==> src/rec_pkg.sv <==
// ----------------------------------------------------------------------------
// rec_pkg
// Shared types and constants for the rotary encoder detent counter.
// ----------------------------------------------------------------------------
`default_nettype none

package rec_pkg;

    localparam int unsigned CountW  = 8;
    localparam int unsigned StepW   = 7;
    localparam int unsigned ThrW    = 8;
    localparam int unsigned IdleW   = 8;
    localparam int unsigned HistW   = 8;
    localparam int unsigned DirW    = 2;
    localparam int unsigned SumW    = CountW + 2;

    localparam logic [HistW-1:0] PAT_CW    = 8'hD2;
    localparam logic [HistW-1:0] PAT_CCW   = 8'hE1;
    localparam logic [IdleW-1:0] IDLE_MAX  = 8'd255;
    localparam logic [ThrW-1:0]  THR_RESET = 8'd6;
    localparam logic [StepW-1:0] STEP_RESET = 7'd4;

    localparam logic signed [SumW-1:0] COUNT_MAX = 10'sd127;
    localparam logic signed [SumW-1:0] COUNT_MIN = -10'sd128;

    localparam logic [DirW-1:0] DIR_NONE = 2'd0;
    localparam logic [DirW-1:0] DIR_CW   = 2'd1;
    localparam logic [DirW-1:0] DIR_CCW  = 2'd2;

    // register indexes on the configuration port
    localparam logic REG_SLOW_THRESHOLD = 1'b0;
    localparam logic REG_FAST_STEP      = 1'b1;

    typedef struct packed {
        logic [ThrW-1:0]  slow_threshold;
        logic [StepW-1:0] fast_step;
    } t_cfg;

    typedef struct packed {
        logic                     clear_count;
        logic                     pin_b;
        logic                     pin_a;
    } t_item;

    typedef struct packed {
        logic [HistW-1:0]         hist;
        logic [IdleW-1:0]         idle;
        logic signed [CountW-1:0] count;
    } t_state;

    typedef struct packed {
        logic                     fast_turn;
        logic [DirW-1:0]          detent_dir;
        logic signed [CountW-1:0] count;
    } t_result;

endpackage

`default_nettype wire

==> src/rec_cfg_regs.sv <==
// ----------------------------------------------------------------------------
// rec_cfg_regs
// APB register file holding the slow threshold and the fast step.
// ----------------------------------------------------------------------------
`default_nettype none

module rec_cfg_regs
    import rec_pkg::*;
(
    input  wire logic        i_clk,
    input  wire logic        i_rst_n,
    input  wire logic        psel,
    input  wire logic        penable,
    input  wire logic        pwrite,
    input  wire logic [2:0]  paddr,
    input  wire logic [31:0] pwdata,
    output logic [31:0]      prdata,
    output logic             pready,
    output t_cfg             o_cfg
);

    t_cfg r_cfg;
    t_cfg n_cfg;
    logic w_wr;
    logic w_idx;

    assign pready = 1'b1;
    assign w_wr   = psel && penable && pwrite;
    assign w_idx  = paddr[2];

    always_comb begin
        n_cfg = r_cfg;
        if (w_wr) begin
            case (w_idx)
                REG_SLOW_THRESHOLD: n_cfg.slow_threshold = pwdata[ThrW-1:0];
                REG_FAST_STEP:      n_cfg.fast_step      = pwdata[StepW-1:0];
                default:            n_cfg                = r_cfg;
            endcase
        end
    end

    always_ff @(posedge i_clk) begin
        if (!i_rst_n) begin
            r_cfg.slow_threshold <= THR_RESET;
            r_cfg.fast_step      <= STEP_RESET;
        end else begin
            r_cfg <= n_cfg;
        end
    end

    always_comb begin
        case (w_idx)
            REG_SLOW_THRESHOLD: prdata = {{(32-ThrW){1'b0}}, r_cfg.slow_threshold};
            REG_FAST_STEP:      prdata = {{(32-StepW){1'b0}}, r_cfg.fast_step};
            default:            prdata = 32'd0;
        endcase
    end

    assign o_cfg = r_cfg;

endmodule

`default_nettype wire

==> src/rec_step.sv <==
// ----------------------------------------------------------------------------
// rec_step
// Per-tick update: pin history, idle count, detent detection, saturating step.
// ----------------------------------------------------------------------------
`default_nettype none

module rec_step
    import rec_pkg::*;
(
    input  wire t_cfg    i_cfg,
    input  wire t_state  i_state,
    input  wire t_item   i_item,
    output t_state       o_state,
    output t_result      o_result
);

    logic [1:0]               w_io;
    logic                     w_change;
    logic [HistW-1:0]         w_hist_sh;
    logic                     w_cw;
    logic                     w_ccw;
    logic                     w_slow;
    logic [StepW-1:0]         w_step;
    logic signed [CountW-1:0] w_cnt0;
    logic signed [SumW-1:0]   w_cnt_ext;
    logic signed [SumW-1:0]   w_step_ext;
    logic signed [SumW-1:0]   w_sum;
    logic signed [CountW-1:0] w_sat;

    assign w_io      = {i_item.pin_b, i_item.pin_a};
    assign w_change  = (i_state.hist[1:0] != w_io);
    assign w_hist_sh = {i_state.hist[HistW-3:0], w_io};
    assign w_cw      = w_change && (w_hist_sh == PAT_CW);
    assign w_ccw     = w_change && (w_hist_sh == PAT_CCW);
    assign w_slow    = (i_state.idle > i_cfg.slow_threshold);
    assign w_step    = w_slow ? StepW'(1) : i_cfg.fast_step;

    // clear applies before the detent
    assign w_cnt0     = i_item.clear_count ? '0 : i_state.count;
    assign w_cnt_ext  = SumW'(w_cnt0);
    assign w_step_ext = $signed({{(SumW-StepW){1'b0}}, w_step});
    assign w_sum      = w_cw ? (w_cnt_ext + w_step_ext) : (w_cnt_ext - w_step_ext);

    always_comb begin
        if (w_sum > COUNT_MAX) begin
            w_sat = COUNT_MAX[CountW-1:0];
        end else if (w_sum < COUNT_MIN) begin
            w_sat = COUNT_MIN[CountW-1:0];
        end else begin
            w_sat = w_sum[CountW-1:0];
        end
    end

    always_comb begin
        o_state.hist  = w_change ? w_hist_sh : i_state.hist;
        o_state.count = (w_cw || w_ccw) ? w_sat : w_cnt0;
        if (w_cw || w_ccw) begin
            o_state.idle = '0;
        end else if (!w_change && (i_state.idle != IDLE_MAX)) begin
            o_state.idle = i_state.idle + IdleW'(1);
        end else begin
            o_state.idle = i_state.idle;
        end
    end

    always_comb begin
        o_result.count = o_state.count;
        if (w_cw) begin
            o_result.detent_dir = DIR_CW;
        end else if (w_ccw) begin
            o_result.detent_dir = DIR_CCW;
        end else begin
            o_result.detent_dir = DIR_NONE;
        end
        o_result.fast_turn = (w_cw || w_ccw) && !w_slow;
    end

endmodule

`default_nettype wire

==> src/rotary_encoder_accel_counter_core.sv <==
// ----------------------------------------------------------------------------
// rotary_encoder_accel_counter_core
// Quadrature encoder decoder with turn-speed acceleration and a saturating
// signed detent counter.
// ----------------------------------------------------------------------------
//  channel   dir  handshake                 payload
//  s_axis    in   s_axis_tvalid/tready      pin_a, pin_b, clear_count
//  m_axis    out  m_axis_tvalid/tready      count, detent_dir, fast_turn
//  apb       in   psel/penable/pwrite       slow_threshold, fast_step
//
//  one request per cycle sustained while m_axis_tready holds; each accepted
//  sample passes the input register, then the result register
//  the state update sits between the input and result registers
//  synchronous active-low reset clears state, valids and config registers
//  a stalled output holds its result while one more sample waits in the input
//  register
// ----------------------------------------------------------------------------
`default_nettype none

module rotary_encoder_accel_counter_core
    import rec_pkg::*;
(
    input  wire logic        i_clk,
    input  wire logic        i_rst_n,
    input  wire logic        s_axis_tvalid,
    output logic             s_axis_tready,
    input  wire logic [7:0]  s_axis_tdata,   // pin_a, pin_b, clear_count, zero pad
    output logic             m_axis_tvalid,
    input  wire logic        m_axis_tready,
    output logic [15:0]      m_axis_tdata,   // count[7:0], detent_dir[9:8], fast_turn, pad
    input  wire logic        psel,
    input  wire logic        penable,
    input  wire logic        pwrite,
    input  wire logic [2:0]  paddr,
    input  wire logic [31:0] pwdata,
    output logic [31:0]      prdata,
    output logic             pready
);

    t_cfg    w_cfg;
    t_state  r_state;
    t_state  n_state;
    t_result w_res;
    t_result r_res;
    t_item   r_item;
    logic    r_in_vld;
    logic    r_out_vld;
    logic    w_adv;
    logic    w_fire;

    rec_cfg_regs u_cfg (
        .i_clk   (i_clk),
        .i_rst_n (i_rst_n),
        .psel    (psel),
        .penable (penable),
        .pwrite  (pwrite),
        .paddr   (paddr),
        .pwdata  (pwdata),
        .prdata  (prdata),
        .pready  (pready),
        .o_cfg   (w_cfg)
    );

    rec_step u_step (
        .i_cfg    (w_cfg),
        .i_state  (r_state),
        .i_item   (r_item),
        .o_state  (n_state),
        .o_result (w_res)
    );

    assign w_adv         = !r_out_vld || m_axis_tready;
    assign w_fire        = r_in_vld && w_adv;
    assign s_axis_tready = !r_in_vld || w_adv;

    always_ff @(posedge i_clk) begin
        if (!i_rst_n) begin
            r_in_vld  <= 1'b0;
            r_out_vld <= 1'b0;
            r_state   <= '0;
        end else begin
            if (s_axis_tready) begin
                r_in_vld <= s_axis_tvalid;
            end
            if (w_adv) begin
                r_out_vld <= r_in_vld;
            end
            if (w_fire) begin
                r_state <= n_state;
            end
        end
    end

    always_ff @(posedge i_clk) begin
        if (s_axis_tready && s_axis_tvalid) begin
            r_item <= t_item'(s_axis_tdata[2:0]);
        end
        if (w_fire) begin
            r_res <= w_res;
        end
    end

    assign m_axis_tvalid = r_out_vld;
    assign m_axis_tdata  = {5'd0, r_res};

    a_dir_legal: assert property (@(posedge i_clk) disable iff (!i_rst_n)
        r_out_vld |-> (r_res.detent_dir != 2'd3))
        else $error("detent direction code out of range");

    a_fast_needs_detent: assert property (@(posedge i_clk) disable iff (!i_rst_n)
        (r_out_vld && r_res.fast_turn) |-> (r_res.detent_dir != DIR_NONE))
        else $error("fast turn flagged without a detent");

    a_idle_cleared: assert property (@(posedge i_clk) disable iff (!i_rst_n)
        (w_fire && (w_res.detent_dir != DIR_NONE)) |=> (r_state.idle == '0))
        else $error("idle count not cleared after detent");

    a_count_matches: assert property (@(posedge i_clk) disable iff (!i_rst_n)
        w_fire |=> (r_res.count == r_state.count))
        else $error("reported count differs from accumulator");

endmodule

`default_nettype wire

==> config.mk <==
export PLATFORM = sky130hd
export DESIGN_NAME = rotary_encoder_accel_counter_core
export DESIGN_NICKNAME = d
export VERILOG_FILES = /design/src/rec_pkg.sv /design/src/rec_cfg_regs.sv /design/src/rec_step.sv /design/src/rotary_encoder_accel_counter_core.sv
export SDC_FILE = /design/constraint.sdc
export NUM_CORES = 1
export LEC_CHECK = 0
export ABC_AREA = 0
export BUFFER_PORTS_ARGS = -buffer_cell sky130_fd_sc_hd__buf_2
export CORE_UTILIZATION = 52
export CTS_CLUSTER_SIZE = 28
export DETAILED_ROUTE_END_ITERATION = 12
export PLACE_DENSITY = 0.81
export SYNTH_ARGS = -nofsm -noshare
export SYNTH_HDL_FRONTEND = slang
export SYNTH_SLANG_ARGS = --single-unit
==> constraint.sdc <==
create_clock -name i_clk -period 6.2 [get_ports i_clk]
set_input_delay 0.31 -clock i_clk [delete_from_list [all_inputs] [get_ports i_clk]]
set_output_delay 0.31 -clock i_clk [all_outputs]
set_load 0.005 [all_outputs]
==> reports/metrics.yaml, run 1 <==
synth:
  syn_area_sq_um: 3280
  netlist_instances: 382
  ys_warn_count: 0
  synthFlopType: "dfxtp_1"
  synth-seq-area-share_pct: 36.7
  synth-seq-cells: 53
  ys_types: 51
  synth_edf_count: 14
  syn_avg_cell_area_sq_um: 8.58
  async_flop_share_pct: 0
final_layout:
  layout_common_cells: "nand2_1, buf_2, dfxtp_1"
  final_cell_area_sq_um: 3510
  diodes: 0
  drive_gt1_share_pct: 14.4
  area_growth_pct: 6.99
  nNetsFinal: 487
  final_common_cell: "nand2_1"
  stdcell_count: 493
  post-route-util_pct: 58.5
floorplanning:
  coreArea_sq_um: 5990
  dieArea_sq_um: 6620
  die_y_microns: 81.4
  rows: 28
  fp.dieW_microns: 81.4
  io_pins: 101
  start_util_pct: 54.7
worst_setup_path:
  worstSetupPathType: "reg2reg"
  cp.arrival_ns: 4.90
  crit_path_end_kind: "flop"
  crit_path_start_kind: "flop"
  cp.required_ns: 6.24
  crit_fanout: 13
power:
  clkPwrFrac_pct: 31.0
  ir_worst_vdd_uv: 131
  power_leakage_nw: 1.47
  p_switching_uw: 185
  netSwitchingFraction_pct: 27.7
  power_frac_comb_pct: 13.2
  powerDensity_nw_per_um2: 191
  p_int_uw: 484
  seqPwrFrac_pct: 55.8
detailed_routing:
  drt-initial-drc-count: 193
  drc_errors: 0
  wire_per_inst_microns: 13.4
  vias: 2704
  routed_wl_microns: 6610
  dr.pass1.iters: 4
  drt-vias-per-instance: 5.48
  ant_nets: 0
timing:
  relSlewSlack_pct: 53.8
  finalSetupViolCount: 0
  finalMaxSlewViolations: 0
  fin_crit_sh_pct: 78.4
  max_freq_mhz: 206
  skew_ns: 0.0124
  finalHoldViolations: 0
  rsz0062_at_grt: "false"
  worst_pin_slew_ns: 0.688
  finalCriticalPeriod_ns: 4.86
  fin_setup_tns_ns: 0
cts:
  path_clk_slew_ns: 0.11
  numCtsBuffers: 5
  cts.sinks: 53
  cts_resized: 0
  worstSkewPairLatency_ns: 0.32
  cts_root_buf: "clkbuf_8"
  cts_max_path_buffers: 2
  cts_hold_buf: 0
  cts_setup_buffers: 0
  cts_tree: "built"
  cts_max_level: 2
grt:
  grt_first_pass_wirelength_microns: 11200
  grt_use_total_pct: 21.8
  grt_pass1_vias: 2500
  antenna_found_initial: 0
  overflow: 0
  grt_start_max_net_pins: 34
flow_run:
  cap_violations: 0
place:
  place_hpwl_microns: 4870
  numPortBuffers: 39
  place_area_sq_um: 3410
  place_congestion: 0.857
  placed_cells: 485
outcome:
  outcome: "completed"
min_path:
  hp-class: "in2reg"
[metrics by stage]
| stage | hold WS, ns | setup WS, ns | power, mW |
|---|---|---|---|
| CTS | 0.162 | 1.37 | 0.672 |
| finish | 0.162 | 1.34 | 0.669 |
| global route | 0.153 | 0.942 | 0.697 |
| floorplan | 0.409 | 1.83 | 0.457 |
| global placement | 0.450 | 1.52 | 0.465 |
| detailed placement | 0.459 | 1.41 | 0.468 |
[worst max-delay path, stage by stage (launching register included)]
cell and delay [ns]:
dfxtp_1 0.35, inv_1 0.06, ha_1 0.29, and4_1 0.25
nand3_1 0.09, o21ai_0 0.22, o21ai_0 0.12, buf_4 0.19
nand2b_1 0.12, inv_1 0.06, ha_1 0.23, a21oi_2 0.21
nor2_1 0.09, a311oi_1 0.29, ha_1 0.32, or2_2 0.30
a21o_1 0.19, o41ai_2 0.05, xor3_2 0.62, nand3_1 0.39
nand3_1 0.14
[worst paths after layout]
path,startpoint,endpoint,slack (ns),depth (start not counted)
hold reg to reg,u_cfg.o_cfg[11],u_cfg.o_cfg[11],0.47,2
setup reg to reg,u_cfg.o_cfg[12],m_axis_tdata[3],1.34,20
hold / removal,s_axis_tdata[0],r_item[0],0.16,1
setup / recovery,u_cfg.o_cfg[12],m_axis_tdata[3],1.34,20
[sequential cells by signal, summed over array words and instances, names as in the netlist]
register	cells
m_axis_tdata	11
m_axis_tvalid	1
r_in_vld	1
r_item	3
r_state	22
u_cfg.o_cfg	15
[power by group through the flow]
stage          Sequential [mW]  Clock, mW  Combinational (mW)
2_1_floorplan            0.379          0              0.0788
3_3_place_gp             0.381          0              0.0844
3_5_place_dp             0.381          0              0.0875
4_1_cts                  0.373      0.211              0.0878
5_1_grt                  0.374      0.223              0.0997
6_report                 0.373      0.207              0.0884
[area by class of cell]
type	count	area [sq um]
Clock buffer	5	68.8
Clock inverter	3	26.3
Fill cell	558	2480
Inverter	13	48.8
Multi-Input combinational cell	303	1860
Sequential cell	53	1200
Tap cell	75	93.8
Timing Repair Buffer	41	210
[kinds of logic (layout without fill, tap and decap cells)]
kind of cell    count (synthesis)  in the layout  synth area share (%)
other cells                     2             30                 0.229
mux                             6              6                  1.87
fa+ha+maj                      20             20                  7.87
compound gates                 94             94                  18.8
simple gates                  139            139                  20.5
xor+xnor                       14             14                  4.24
buf+inv                        54             62                  9.89
flops                          53             53                  36.7
[cell usage after synthesis, types with 2 or more instances]
cell	number	area, sq um
ha_1	19	238
xnor2_1	9	78.8
and2_1	4	25.0
a21o_1	3	22.5
clkbuf_1	9	33.8
inv_1	13	48.8
nand3_1	14	70.1
o211ai_1	9	67.6
nor2_1	22	82.6
a31oi_1	8	50.1
o41ai_1	2	17.5
conb_1	2	7.51
dfxtp_1	39	781
a211oi_1	2	15.0
nand2b_1	5	31.3
o31ai_1	2	15.0
edfxtp_1	14	420
nand2_1	62	233
mux2i_1	5	50.1
a21oi_2	2	17.5
buf_4	30	225
nand4_1	4	25.0
and4_1	2	17.5
o21a_1	4	30.0
o21ai_1	2	10.0
and4bb_2	2	25.0
a21boi_0	14	105
xor2_1	4	35.0
nor2b_1	15	93.8
or3_1	2	12.5
a21oi_1	17	85.1
o21ai_0	22	110
[routing by layer]
| layer | routed length [microns] | share of wire [%] | GRT usage [%] | vias to the layer above |
|---|---|---|---|---|
| li1 | - | - | - | 1352 |
| met1 | 2940 | 45 | 28.0 | 1279 |
| met2 | 3270 | 50 | 37.1 | 66 |
| met3 | 299 | 4.5 | 3.71 | 7 |
| met4 | 93 | 1.4 | 6.79 | 0 |
| met5 | 0 | 0 | 0 | - |
(Power assumes the default switching activity.)
==> run 2: changes to the inputs <==
--- a/config.mk
+++ b/config.mk
@@ -5,12 +5,12 @@
 export SDC_FILE = /design/constraint.sdc
 export NUM_CORES = 1
 export LEC_CHECK = 0
-export ABC_AREA = 0
+export ABC_AREA = 1
 export BUFFER_PORTS_ARGS = -buffer_cell sky130_fd_sc_hd__buf_2
-export CORE_UTILIZATION = 52
+export CORE_UTILIZATION = 47
 export CTS_CLUSTER_SIZE = 28
 export DETAILED_ROUTE_END_ITERATION = 12
-export PLACE_DENSITY = 0.81
+export PLACE_DENSITY = 0.77
 export SYNTH_ARGS = -nofsm -noshare
 export SYNTH_HDL_FRONTEND = slang
 export SYNTH_SLANG_ARGS = --single-unit
==> constraint.sdc (replaced) <==
create_clock -name i_clk -period 3.9 [get_ports i_clk]
set_input_delay 0.195 -clock i_clk [delete_from_list [all_inputs] [get_ports i_clk]]
set_output_delay 0.195 -clock i_clk [all_outputs]
set_load 0.005 [all_outputs]
==> run 2 against run 1 <==
Combinational power is 140% higher. Synthesized cell count is 18% higher. Cell count up 19%.
==> reports/metrics.yaml, run 2 <==
outcome:
  outcome: "completed"
synth:
  netlist_instances: 449
  synth-seq-cells: 53
  synth-seq-area-share_pct: 35.6
  ys_top_cells_by_area: "dfxtp_1, edfxtp_1, nand2_1"
  ys_warn_count: 0
  synth_top_area_share_pct: 23.2
  syn_avg_cell_area_sq_um: 7.51
  syn_area_sq_um: 3370
  yosysTopAreaCell: "dfxtp_1"
  synth_edf_count: 14
  synth_most_common_cell: "nand2_1"
  async_flop_share_pct: 0
  synthFlopType: "dfxtp_1"
  ys_types: 42
  synthTopCellsByCount: "nand2_1, inv_1, nor2_1"
detailed_routing:
  drt-vias-per-instance: 4.87
  drc_errors: 0
  ant_nets: 0
  wire_per_inst_microns: 11.4
  routed_wl_microns: 6710
  vias: 2856
  dr.pass1.iters: 4
  drt-initial-drc-count: 113
final_layout:
  final_common_cell: "nand2_1"
  area_growth_pct: 10.4
  layout_common_cells: "nand2_1, inv_1, nor2_1"
  top_register: "r_state"
  drive_gt1_share_pct: 18.5
  diodes: 0
  nNetsFinal: 560
  final_cell_area_sq_um: 3720
  largest_register_ffs: 22
  fillers: 665
  stdcell_count: 587
timing:
  finalSetupViolCount: 0
  skew_ns: 0.0115
  fin_setup_tns_ns: 0
  fin_crit_sh_pct: 93.0
  finalCriticalPeriod_ns: 3.63
  rsz0062_at_grt: "true"
  finalHoldViolations: 0
  finalMaxSlewViolations: 0
  max_freq_mhz: 276
cts:
  cts_hold_buf: 0
  cts_max_path_buffers: 2
  numCtsBuffers: 5
  cts_root_buf: "clkbuf_8"
  cts_max_level: 2
  cts.sinks: 53
  worstSkewPairLatency_ns: 0.31
  path_clk_slew_ns: 0.09
  cts_tree: "built"
floorplanning:
  die_y_microns: 86.7
  io_pins: 101
  coreArea_sq_um: 6870
  fp.dieW_microns: 86.7
  start_util_pct: 49.1
  rows: 30
  dieArea_sq_um: 7520
worst_setup_path:
  worstSetupPathType: "reg2reg"
  crit_fanout: 6
  crit_path_start_kind: "flop"
  cp.arrival_ns: 3.68
  crit_path_end_kind: "flop"
  cp.required_ns: 3.96
power:
  powerDensity_nw_per_um2: 303
  p_switching_uw: 319
  power_leakage_nw: 1.92
  ir_worst_vdd_uv: 157
  seqPwrFrac_pct: 53.6
  p_int_uw: 810
  netSwitchingFraction_pct: 28.3
  power_frac_comb_pct: 18.5
  clkPwrFrac_pct: 27.9
  total_power_mw: 1.13
grt:
  grt_first_pass_wirelength_microns: 11200
  grt_pass1_vias: 2538
  grt_use_total_pct: 18.9
  overflow: 0
  grt_start_max_net_pins: 23
  antenna_found_initial: 0
place:
  placed_cells: 576
  place_congestion: 0.903
  place_hpwl_microns: 5130
  numPortBuffers: 39
  place_area_sq_um: 3550
min_path:
  hp-class: "in2reg"
flow_run:
  cap_violations: 0
run 2: cell types whose count changed after synthesis, sizes merged, moves of 6 or more:
cell,previous run,this run
o21ai,24,37
a21oi,19,33
o211ai,9,1
inv,13,64
nor2b,15,0
nor2,22,49
a21boi,15,0
nor3,1,9
nand2,63,83
a31oi,8,2
nand3,14,27
run 2: timing repair:
action	CTS	global route
resized for setup	0	20
setup buffers	0	3
endpoints found under the setup margin	0	16
run 2: cell type report:
class / instances / area (sq um) / share of cell area, %
Clock buffer: 8 / 90.1 / 2.42
Inverter: 65 / 244 / 6.55
Multi-Input combinational cell: 321 / 1840 / 49.3
Sequential cell: 53 / 1200 / 32.3
Tap cell: 96 / 120 / 3.23
Timing Repair Buffer: 44 / 233 / 6.25
run 2: power groups by stage:
| stage | combinational [mW] | clock (mW) | sequential, mW |
|---|---|---|---|
| after detailed placement | 0.195 | 0 | 0.618 |
| after global routing | 0.238 | 0.348 | 0.608 |
| after floorplan | 0.168 | 0 | 0.614 |
| after CTS | 0.196 | 0.326 | 0.605 |
| final | 0.209 | 0.315 | 0.605 |
| after global placement | 0.190 | 0 | 0.617 |
run 2: logic make-up (layout without fill, tap and decap cells):
group                      Yosys count  count (layout)  share of synthesized area [%]
AOI/OAI and AO/OA                   81              81                           13.3
xor gates and xnor gates            10              10                           2.60
adders and majority gates           20              20                           7.64
buffers and inverters              103             117                           14.9
DFF                                 53              53                           35.6
other                                2              30                          0.223
and+or+nand+nor                    180             180                           25.7
run 2: through the flow:
step | hold slack (ns) | setup slack, ns | utilization [%]
floorplan | 0.294 | 0.566 | -
global placement | 0.372 | 0.130 | 51.7
detailed placement | 0.374 | 0.0885 | 51.7
CTS | 0.0541 | 0.0276 | 53.0
global route | 0.0460 | -0.0179 | 54.2
finish | 0.0607 | 0.274 | 54.2
run 2: critical path: stages, from the launching register on:
cell	delay [ns]
dfxtp_1	0.35
ha_1	0.32
a21o_1	0.19
nor2_2	0.13
nand2_2	0.09
nand2_4	0.10
inv_2	0.06
nor2_4	0.15
nand3_2	0.10
nor2_2	0.11
a21oi_1	0.09
xnor2_1	0.20
ha_1	0.29
inv_2	0.09
o21ai_0	0.09
a31oi_1	0.21
nand2_1	0.08
nand2_1	0.06
nand2_1	0.09
inv_2	0.08
nand3_4	0.10
nand3_2	0.13
nor2_4	0.06
nor2_1	0.13
nand2_1	0.07
run 2: layer usage:
layer  share of wire (%)  vias up  global-route usage, %
met5                   0        -                      0
met2                  48       63                   32.3
met4                 1.2        0                   5.00
met1                  46     1306                   25.0
met3                 4.2        8                   2.57
li1                    -     1479                      -
run 2: worst paths after layout:
kind / startpoint / endpoint / slack, ns / depth (start not counted)
worst max-delay path: r_state[15] / m_axis_tdata[4] / 0.27 / 24
worst min-delay path: s_axis_tdata[0] / r_item[0] / 0.06 / 1
worst max register to register: r_state[15] / m_axis_tdata[4] / 0.27 / 24
worst min register to register: u_cfg.o_cfg[12] / u_cfg.o_cfg[12] / 0.49 / 2
